--- src/design/rbpm_pkg.sv ---
// ----------------------------------------------------------------------------
// rbpm_pkg
// Shared types and codes for the binary prefix rule match block.
// ----------------------------------------------------------------------------
package rbpm_pkg;

  // action field codes
  localparam logic ACT_INSERT = 1'b0;
  localparam logic ACT_SEARCH = 1'b1;

  // controller -> datapath
  typedef struct packed {
    logic start;   // item taken: capture key, clear scan state
    logic issue;   // read the next rule entry
    logic finish;  // load the result register, commit an insert
  } ctrl_cmd_t;

  // datapath -> controller
  typedef struct packed {
    logic at_end;       // every stored entry has been read
    logic rd_pending;   // a read has returned, its entry is compared now
    logic cmp_hit;      // the entry just read matches (or duplicates)
    logic out_busy;     // result register full and not being taken
  } dp_stat_t;

endpackage

--- src/design/rbpm_chan_if.sv ---
// ----------------------------------------------------------------------------
// rbpm channel interfaces
// Valid/ready channels for request items and result items.
// ----------------------------------------------------------------------------
interface rbpm_in_if #(
  parameter int KW = 32,
  parameter int LW = 6
);
  logic          valid;
  logic          ready;
  logic          action;
  logic [KW-1:0] key_bits;
  logic [LW-1:0] key_length;
  logic          wildcard_req;

  modport source (output valid, action, key_bits, key_length, wildcard_req,
                  input ready);
  modport sink   (input valid, action, key_bits, key_length, wildcard_req,
                  output ready);
endinterface

interface rbpm_out_if;
  logic valid;
  logic ready;
  logic matched;
  logic table_full;

  modport source (output valid, matched, table_full, input ready);
  modport sink   (input valid, matched, table_full, output ready);
endinterface

--- src/design/rbpm_ram.sv ---
// ----------------------------------------------------------------------------
// rbpm_ram
// Generic single-write, single-read RAM with registered read data.
// ----------------------------------------------------------------------------
module rbpm_ram #(
  parameter int WIDTH = 8,
  parameter int DEPTH = 16
) (
  input  logic                     clk,
  input  logic                     we,
  input  logic [$clog2(DEPTH)-1:0] waddr,
  input  logic [WIDTH-1:0]         wdata,
  input  logic                     re,
  input  logic [$clog2(DEPTH)-1:0] raddr,
  output logic [WIDTH-1:0]         rdata
);

  logic [WIDTH-1:0] mem [DEPTH];

  always_ff @(posedge clk) begin
    if (we) begin
      mem[waddr] <= wdata;
    end
    if (re) begin
      rdata <= mem[raddr];
    end
  end

endmodule

--- src/design/rbpm_ctrl.sv ---
// ----------------------------------------------------------------------------
// rbpm_ctrl
// Sequencer: take an item, scan the stored rules, post the result.
// ----------------------------------------------------------------------------
module rbpm_ctrl (
  input  logic                 clk,
  input  logic                 rst_n,
  input  logic                 in_valid,
  output logic                 in_ready,
  input  rbpm_pkg::dp_stat_t   stat,
  output rbpm_pkg::ctrl_cmd_t  cmd
);

  import rbpm_pkg::*;

  localparam logic [1:0] S_IDLE   = 2'd0;
  localparam logic [1:0] S_SCAN   = 2'd1;
  localparam logic [1:0] S_FINISH = 2'd2;

  logic [1:0] state_r, state_nxt;

  always_comb begin
    state_nxt  = state_r;
    cmd        = '0;
    in_ready   = 1'b0;
    unique case (state_r)
      S_IDLE: begin
        in_ready = 1'b1;
        if (in_valid) begin
          cmd.start = 1'b1;
          state_nxt = S_SCAN;
        end
      end
      S_SCAN: begin
        cmd.issue = !stat.at_end;
        // stop early on a hit; otherwise once the last read is compared
        if (stat.cmp_hit || (stat.at_end && !stat.rd_pending)) begin
          cmd.issue = 1'b0;
          state_nxt = S_FINISH;
        end
      end
      S_FINISH: begin
        if (!stat.out_busy) begin
          cmd.finish = 1'b1;
          state_nxt  = S_IDLE;
        end
      end
      default: begin
        state_nxt = S_IDLE;
      end
    endcase
  end

  always_ff @(posedge clk) begin
    if (!rst_n) begin
      state_r <= S_IDLE;
    end else begin
      state_r <= state_nxt;
    end
  end

endmodule

--- src/design/rbpm_dp.sv ---
// ----------------------------------------------------------------------------
// rbpm_dp
// Key capture, rule RAM, entry compare, fill count and result register.
// ----------------------------------------------------------------------------
module rbpm_dp #(
  parameter int KEY_BITS     = 32,
  parameter int RULE_ENTRIES = 64
) (
  input  logic                             clk,
  input  logic                             rst_n,
  input  logic                             in_action,
  input  logic [KEY_BITS-1:0]              in_key_bits,
  input  logic [$clog2(KEY_BITS+1)-1:0]    in_key_length,
  input  logic                             in_wildcard_req,
  output logic                             out_valid,
  input  logic                             out_ready,
  output logic                             out_matched,
  output logic                             out_table_full,
  input  rbpm_pkg::ctrl_cmd_t              cmd,
  output rbpm_pkg::dp_stat_t               stat
);

  import rbpm_pkg::*;

  localparam int KW = KEY_BITS;
  localparam int LW = $clog2(KEY_BITS + 1);
  localparam int AW = $clog2(RULE_ENTRIES);
  localparam int CW = $clog2(RULE_ENTRIES + 1);
  localparam int RW = KW + LW + 1;

  // keep the top len bits of a key
  function automatic logic [KW-1:0] lead_mask(input logic [LW-1:0] len);
    return ~({KW{1'b1}} >> len);
  endfunction

  logic          action_r;
  logic          wild_r;
  logic [KW-1:0] key_r;
  logic [LW-1:0] len_r;
  logic [CW-1:0] idx_r;
  logic [CW-1:0] count_r;
  logic          rdv_r;
  logic          hit_r;
  logic          out_valid_r;
  logic          matched_r;
  logic          full_r;

  logic [LW-1:0] sat_len;
  logic [RW-1:0] rd_data;
  logic [KW-1:0] r_bits;
  logic [LW-1:0] r_len;
  logic          r_pfx;
  logic          search_hit;
  logic          dup_hit;
  logic          tbl_full;
  logic          wr_en;

  assign sat_len = (in_key_length > LW'(KW)) ? LW'(KW) : in_key_length;

  // payload capture
  always_ff @(posedge clk) begin
    if (cmd.start) begin
      action_r <= in_action;
      wild_r   <= in_wildcard_req;
      len_r    <= sat_len;
      key_r    <= in_key_bits & lead_mask(sat_len);
    end
  end

  // rule store: {prefix flag, length, bits}
  assign tbl_full = (count_r == CW'(RULE_ENTRIES));
  assign wr_en    = cmd.finish && (action_r == ACT_INSERT) && !hit_r && !tbl_full;

  rbpm_ram #(
    .WIDTH (RW),
    .DEPTH (RULE_ENTRIES)
  ) u_rule_ram (
    .clk   (clk),
    .we    (wr_en),
    .waddr (count_r[AW-1:0]),
    .wdata ({wild_r, len_r, key_r}),
    .re    (cmd.issue),
    .raddr (idx_r[AW-1:0]),
    .rdata (rd_data)
  );

  assign r_bits = rd_data[KW-1:0];
  assign r_len  = rd_data[KW+LW-1:KW];
  assign r_pfx  = rd_data[RW-1];

  always_comb begin
    if (r_pfx) begin
      search_hit = (r_len <= len_r) && ((key_r & lead_mask(r_len)) == r_bits);
    end else begin
      search_hit = (r_len == len_r) && (r_bits == key_r);
    end
  end

  assign dup_hit = (r_pfx == wild_r) && (r_len == len_r) && (r_bits == key_r);

  assign stat.at_end     = (idx_r == count_r);
  assign stat.rd_pending = rdv_r;
  assign stat.cmp_hit    = rdv_r && ((action_r == ACT_SEARCH) ? search_hit : dup_hit);
  assign stat.out_busy   = out_valid_r && !out_ready;

  // scan control
  always_ff @(posedge clk) begin
    if (!rst_n) begin
      idx_r   <= '0;
      rdv_r   <= 1'b0;
      hit_r   <= 1'b0;
      count_r <= '0;
    end else begin
      rdv_r <= cmd.issue;
      if (cmd.start) begin
        idx_r <= '0;
        hit_r <= 1'b0;
      end else begin
        if (cmd.issue) begin
          idx_r <= idx_r + CW'(1);
        end
        if (stat.cmp_hit) begin
          hit_r <= 1'b1;
        end
      end
      if (wr_en) begin
        count_r <= count_r + CW'(1);
      end
    end
  end

  // result register
  always_ff @(posedge clk) begin
    if (!rst_n) begin
      out_valid_r <= 1'b0;
    end else if (cmd.finish) begin
      out_valid_r <= 1'b1;
    end else if (out_ready) begin
      out_valid_r <= 1'b0;
    end
  end

  always_ff @(posedge clk) begin
    if (cmd.finish) begin
      matched_r <= (action_r == ACT_SEARCH) && hit_r;
      full_r    <= (action_r == ACT_INSERT) && !hit_r && tbl_full;
    end
  end

  assign out_valid      = out_valid_r;
  assign out_matched    = matched_r;
  assign out_table_full = full_r;

endmodule

--- src/design/binary_prefix_rule_match_top.sv ---
// ----------------------------------------------------------------------------
// binary_prefix_rule_match_top - binary prefix rule table
// Scan: stored rules are read in order; a hit (match or duplicate) ends
//   the scan early.
// Throughput: one item in flight; the next item can be taken once the
//   result is loaded, and a held result stalls the following item's finish.
// Reset (rst_n low, synchronous): table empty, no result pending.
// ----------------------------------------------------------------------------
//
// Rules are held in a single RAM of RULE_ENTRIES words {wildcard, length,
// bits}. Entries fill in order and are never removed, so the fill count
// alone marks which entries are live; the RAM itself needs no clearing.
//
// Insert: every live rule is scanned for a duplicate (same kind, length and
// bits). A duplicate commits nothing and reports table_full = 0. Otherwise
// the rule goes to entry [count] if there is room, else table_full = 1.
//
// Search: an exact rule hits on equal length and bits; a wildcard rule of
// length L hits when L <= query length and the first L bits agree.
//
// Lengths above KEY_BITS saturate; key bits past the length are cleared
// before they are stored or compared.
//
// The result register parts the two sides: a posted result may wait on
// out_ch.ready while the controller is back in idle taking the next item.
// ----------------------------------------------------------------------------
module binary_prefix_rule_match_top #(
  parameter int KEY_BITS     = 32,
  parameter int RULE_ENTRIES = 64
) (
  input  logic       clk,
  input  logic       rst_n,
  rbpm_in_if.sink    in_ch,
  rbpm_out_if.source out_ch
);

  import rbpm_pkg::*;

  ctrl_cmd_t cmd;
  dp_stat_t  stat;
  logic      in_ready;

  // sequencer
  rbpm_ctrl u_ctrl (
    .clk      (clk),
    .rst_n    (rst_n),
    .in_valid (in_ch.valid),
    .in_ready (in_ready),
    .stat     (stat),
    .cmd      (cmd)
  );

  assign in_ch.ready = in_ready;

  // rule store, compare and result register
  rbpm_dp #(
    .KEY_BITS     (KEY_BITS),
    .RULE_ENTRIES (RULE_ENTRIES)
  ) u_dp (
    .clk             (clk),
    .rst_n           (rst_n),
    .in_action       (in_ch.action),
    .in_key_bits     (in_ch.key_bits),
    .in_key_length   (in_ch.key_length),
    .in_wildcard_req (in_ch.wildcard_req),
    .out_valid       (out_ch.valid),
    .out_ready       (out_ch.ready),
    .out_matched     (out_ch.matched),
    .out_table_full  (out_ch.table_full),
    .cmd             (cmd),
    .stat            (stat)
  );

endmodule

--- src/flat_wrapper.sv ---
// flat-port wrapper written by rule: the top's interface ports become plain ports
module binary_prefix_rule_match_top_flat import rbpm_pkg::*;
#(
  parameter int KEY_BITS     = 32,
  parameter int RULE_ENTRIES = 64
)
  (clk, rst_n, in_ch_valid, in_ch_action, in_ch_key_bits, in_ch_key_length, in_ch_wildcard_req, in_ch_ready, out_ch_valid, out_ch_matched, out_ch_table_full, out_ch_ready);
  rbpm_in_if #(.KW((32)), .LW(6)) in_ch_i ();
  rbpm_out_if out_ch_i ();
  input  logic clk;
  input  logic rst_n;
  input wire logic [$bits(in_ch_i.valid)-1:0] in_ch_valid;
  input wire logic [$bits(in_ch_i.action)-1:0] in_ch_action;
  input wire logic [$bits(in_ch_i.key_bits)-1:0] in_ch_key_bits;
  input wire logic [$bits(in_ch_i.key_length)-1:0] in_ch_key_length;
  input wire logic [$bits(in_ch_i.wildcard_req)-1:0] in_ch_wildcard_req;
  output wire logic [$bits(in_ch_i.ready)-1:0] in_ch_ready;
  output wire logic [$bits(out_ch_i.valid)-1:0] out_ch_valid;
  output wire logic [$bits(out_ch_i.matched)-1:0] out_ch_matched;
  output wire logic [$bits(out_ch_i.table_full)-1:0] out_ch_table_full;
  input wire logic [$bits(out_ch_i.ready)-1:0] out_ch_ready;
  assign in_ch_i.valid = in_ch_valid;
  assign in_ch_i.action = in_ch_action;
  assign in_ch_i.key_bits = in_ch_key_bits;
  assign in_ch_i.key_length = in_ch_key_length;
  assign in_ch_i.wildcard_req = in_ch_wildcard_req;
  assign in_ch_ready = in_ch_i.ready;
  assign out_ch_valid = out_ch_i.valid;
  assign out_ch_matched = out_ch_i.matched;
  assign out_ch_table_full = out_ch_i.table_full;
  assign out_ch_i.ready = out_ch_ready;
  binary_prefix_rule_match_top #(.KEY_BITS(KEY_BITS), .RULE_ENTRIES(RULE_ENTRIES)) u_core (.clk(clk), .rst_n(rst_n), .in_ch(in_ch_i), .out_ch(out_ch_i));
endmodule
--- config.mk ---
export PLATFORM = sky130hd
export DESIGN_NAME = binary_prefix_rule_match_top_flat
export DESIGN_NICKNAME = d
export VERILOG_FILES = /design/src/design/rbpm_pkg.sv /design/src/design/rbpm_chan_if.sv /design/src/design/rbpm_ram.sv /design/src/design/rbpm_ctrl.sv /design/src/design/rbpm_dp.sv /design/src/design/binary_prefix_rule_match_top.sv /design/src/flat_wrapper.sv
export SDC_FILE = /design/constraint.sdc
export NUM_CORES = 2
export LEC_CHECK = 0
export BUFFER_PORTS_ARGS = -buffer_cell sky130_fd_sc_hd__buf_2
export CORE_MARGIN = 1.5
export CORE_UTILIZATION = 40
export DETAILED_ROUTE_END_ITERATION = 6
export PLACE_DENSITY = 0.6
export SETUP_SLACK_MARGIN = 0.4
export SYNTH_ARGS = -nofsm -noshare
export SYNTH_HDL_FRONTEND = slang
export SYNTH_SLANG_ARGS = --single-unit
--- constraint.sdc ---
create_clock -name clk -period 4.2 [get_ports clk]
set_input_delay 0 -clock clk [delete_from_list [all_inputs] [get_ports clk]]
set_output_delay 0 -clock clk [all_outputs]
set_load 0.01 [all_outputs]
==> impl_metrics.yaml <==
worst_setup_path:
  worstSetupEndpointType: "flop"
  startpoint: "u_core.u_dp.u_rule_ram.rdata[36]$_DFFE_PP_"
  cp_slowest_cell: "edfxtp_1"
  reg2reg_slack_ns: 0.57
  critical_path_class: "flop to flop"
  worstSetupStartpointType: "flop"
  critPathCapture: "u_core.u_dp.u_rule_ram.rdata[36]$_DFFE_PP_"
  reg2regPathDepth: 9
  reg2reg_from: "u_core.u_dp.u_rule_ram.rdata[36]$_DFFE_PP_"
  crit_chain: "ha_1 -> nand3_1 -> nor2_1 -> nand4_1 -> nor4_1 -> a32oi_1 -> and2b_1 -> a21oi_4 -> buf_4"
  reg2reg_to: "u_core.u_dp.u_rule_ram.rdata[36]$_DFFE_PP_"
  crit_buf_inv: 1
  cp.arrival_ns: 4.24
  crit_cells: 9
  cp_top_family: "simple AND/OR/NAND/NOR gates"
  cp_slowest_stage_delay_ns: 0.58
  path_max_fanout: 27
  critPathRequiredTime_ns: 4.81
global_route:
  grt_usage_pct: 19.9
  gr-total-overflow: 0
  grt_pass1_wl_mm: 357
  antenna_found_initial: 21
  grt_max_degree: 88
  grt_pass1_vias: 47900
clocking:
  clkSlewWorstSetupHoldPaths_ns: 0.07
  cts_tree: "done"
  numCtsBuffers: 280
  cts_sinks: 2596
  clockRootBuffer: "clkbuf_16"
  worstSkewPairLatency_ns: 0.94
  clk_path_buf_depth: 4
  htree_levels: 5
sta:
  drv_slew: 0
  clock.fmax_ghz: 0.276
  min_period_over_period_pct: 86.3
  hold_slack_ns: 0.192
  final.min_clock_period_ns: 3.63
  fin_setup_tns_ns: 0
  rsz0062_at_grt: "false"
  setup_violations: 0
  slew_headroom_pct: 28.7
  hold_viol: 0
  tightest_slew_ns: 1.07
  setup_ws_ns: 0.575
  skew_ns: 0.0539
synthesis:
  synth_cell_type_count: 69
  ys_seq_elements: 2596
  synth-edff-count: 2577
  synth_fp_nets: 4175
  netlist_area_um2: 100000
  synth_top_area_share_pct: 77.3
  postSynthCellCount: 4122
  netlist_top_cells_area: "edfxtp_1 77%, mux4_2 18%, clkbuf_1 0.49%, dfxtp_1 0.38%, buf_2 0.36%"
  syn_avg_cell_area_um2: 24.3
  async_flop_share_pct: 0
  synthTopCellsByCount: "2577 x edfxtp_1, 819 x mux4_2, 130 x clkbuf_1"
  yosys.area.top_type: "edfxtp_1"
  synth_seq_area_share_pct: 77.7
  synth-warning-count: 0
  yosysMostFrequentCell: "edfxtp_1"
  dominantRegCellSynth: "edfxtp_1"
route:
  drtIter0Drc: 5271
  finalWirelength_mm: 250
  drc: 0
  vias_per_cell: 5.71
  dr_total_vias: 46500
  drtAntennaViolNets: 0
  drt-pass1-iter-count: 7
  routedWlPerCell_um: 30.7
power_and_ir_drop:
  seq_power_share_pct: 54.3
  pwr-share-clk_pct: 43.5
  total_leakage_power_nw: 35.2
  switching_share_pct: 19.8
  ir_drop_v: 0.000422
  powerDensity_nw_per_um2: 453
  switchingPower_mw: 10.5
  p_comb_share_pct: 2.2
  cell_internal_pwr_mw: 42.7
final_layout:
  utilization_pct: 47.2
  nFillCells: 20200
  multi_input_area_um2: 21800
  area_growth_pct: 17.2
  regArea_um2: 77800
  nNetsFinal: 4682
  drive_above_1_share_pct: 32.8
floorplanning:
  ios: 48
  floorplan.initialDensity_pct: 40.2
  die-width_um: 503
  chipHeight_um: 503
  dieArea_um2: 253000
  rows: 183
  core_um2: 249000
worst_hold_path:
  hp-class: "input port to flop"
place:
  io_buffers: 47
  dp_slack_ns: 0.261
  place.gp.congestion: 0.849
  dpl.hpwl_mm: 144
flow_run:
  max_cap_violations: 0
status:
  run_status: "completed"
-- layer usage --
| layer | track usage (%) | wire (um) | vias up |
|---|---|---|---|
| li1 | - | - | 18900 |
| met1 | 28.2 | 106000 | 25600 |
| met2 | 32.1 | 122000 | 1712 |
| met3 | 3.95 | 17800 | 308 |
| met4 | 4.42 | 4320 | 2 |
| met5 | 0 | 11 | - |
-- cell type report --
cell class / count / share of cell area [%]
Antenna cell: 7 / 0.0149
Multi-Input combinational cell: 1273 / 18.6
Clock buffer: 362 / 6.42
Sequential cell: 2596 / 66.3
Tap cell: 3330 / 3.55
Timing Repair Buffer: 444 / 4.26
Inverter: 34 / 0.109
Clock inverter: 101 / 0.758
-- how the worst min path moves through the flow --
| stage | from | endpoint | slack, ns | depth (start not counted) |
|---|---|---|---|---|
| finish | in_ch_key_length[5] | u_core.u_dp.len_r[5]$_DFFE_PP_ | 0.19 | 2 |
| CTS | in_ch_key_length[5] | u_core.u_dp.len_r[5]$_DFFE_PP_ | 0.1 | 2 |
| detailed placement | in_ch_action | u_core.u_dp.action_r$_DFFE_PP_ | 0.18 | 1 |
| floorplan | in_ch_action | u_core.u_dp.action_r$_DFFE_PP_ | 0.1 | 0 |
| global route | in_ch_key_length[5] | u_core.u_dp.len_r[5]$_DFFE_PP_ | 0.18 | 2 |
| global placement | in_ch_action | u_core.u_dp.action_r$_DFFE_PP_ | 0.18 | 1 |
-- layout by cell type (no fill, tap or decap), types with 8 or more instances in the layout --
cell	count
nor2_1	32
bufinv_16	17
dlygate4sd3_1	108
a21boi_0	15
clkbuf_1	71
ha_1	9
nand3_1	17
edfxtp_1	2577
dfxtp_1	13
xor2_1	20
o21a_1	9
nor4_1	12
inv_1	32
and2_1	12
buf_2	47
nor2_4	64
nand4_1	13
nand2_1	35
clkinv_2	21
nor3_1	12
buf_4	168
nor2b_1	35
o21ai_0	20
o22ai_1	8
clkbuf_16	289
a21oi_1	15
xnor2_1	17
clkinv_1	55
mux4_2	819
buf_12	121
nand2b_1	8
-- per-stage QoR --
step | instance area, um2 | instances | power (mW)
2_1_floorplan | 100000 | 4122 | 29.9
3_3_place_gp | 108000 | 7564 | 30.4
3_5_place_dp | 108000 | 7564 | 30.5
4_1_cts | 117000 | 8136 | 53.6
5_1_grt | 117000 | 8143 | 54.6
6_report | 117000 | 8147 | 53.2
-- worst register-to-register path: stages, from the launching register on --
cell and delay, ns:
edfxtp_1 0.58, ha_1 0.40, nand3_1 0.10, nor2_1 0.23, nand4_1 0.24, nor4_1 0.55, a32oi_1 0.27, and2b_1 0.45
a21oi_4 0.19, buf_4 0.31
-- power groups by stage --
| stage | Combinational [mW] | Sequential (mW) | Clock (mW) |
|---|---|---|---|
| 6_report | 1.17 | 28.9 | 23.1 |
| 5_1_grt | 1.26 | 28.8 | 24.5 |
| 4_1_cts | 1.16 | 28.9 | 23.6 |
| 3_5_place_dp | 1.08 | 29.4 | 0 |
| 3_3_place_gp | 1.03 | 29.4 | 0 |
| 2_1_floorplan | 0.260 | 29.7 | 0 |
-- sequential cells by signal, summed over array words and instances, names as in the netlist, 2 cells and up --
register                      flops
u_core.u_dp.u_rule_ram.mem     2496
u_core.u_dp.idx_r                 7
u_core.u_dp.key_r                32
u_core.u_dp.count_r               7
u_core.u_ctrl.state_r             2
u_core.u_dp.len_r                 6
u_core.u_dp.u_rule_ram.rdata     39
-- cells by family after synthesis --
kind of cell    share of synthesized area, %
buf+inv                                 1.06
fa+ha+maj                              0.123
mux                                     18.5
xor+xnor                               0.324
flops                                   77.7
simple gates                            1.37
compound gates                         0.968
-- repair_timing --
| item | in CTS | in global routing |
|---|---|---|
| gates cloned | 1 | 0 |
| hold endpoints to repair | 64 | 0 |
| setup buffers | 0 | 4 |
| gates resized for setup | 1 | 1 |
| hold buffers | 108 | 0 |
| setup endpoints to repair | 27 | 29 |
(Power assumes the default switching activity.)
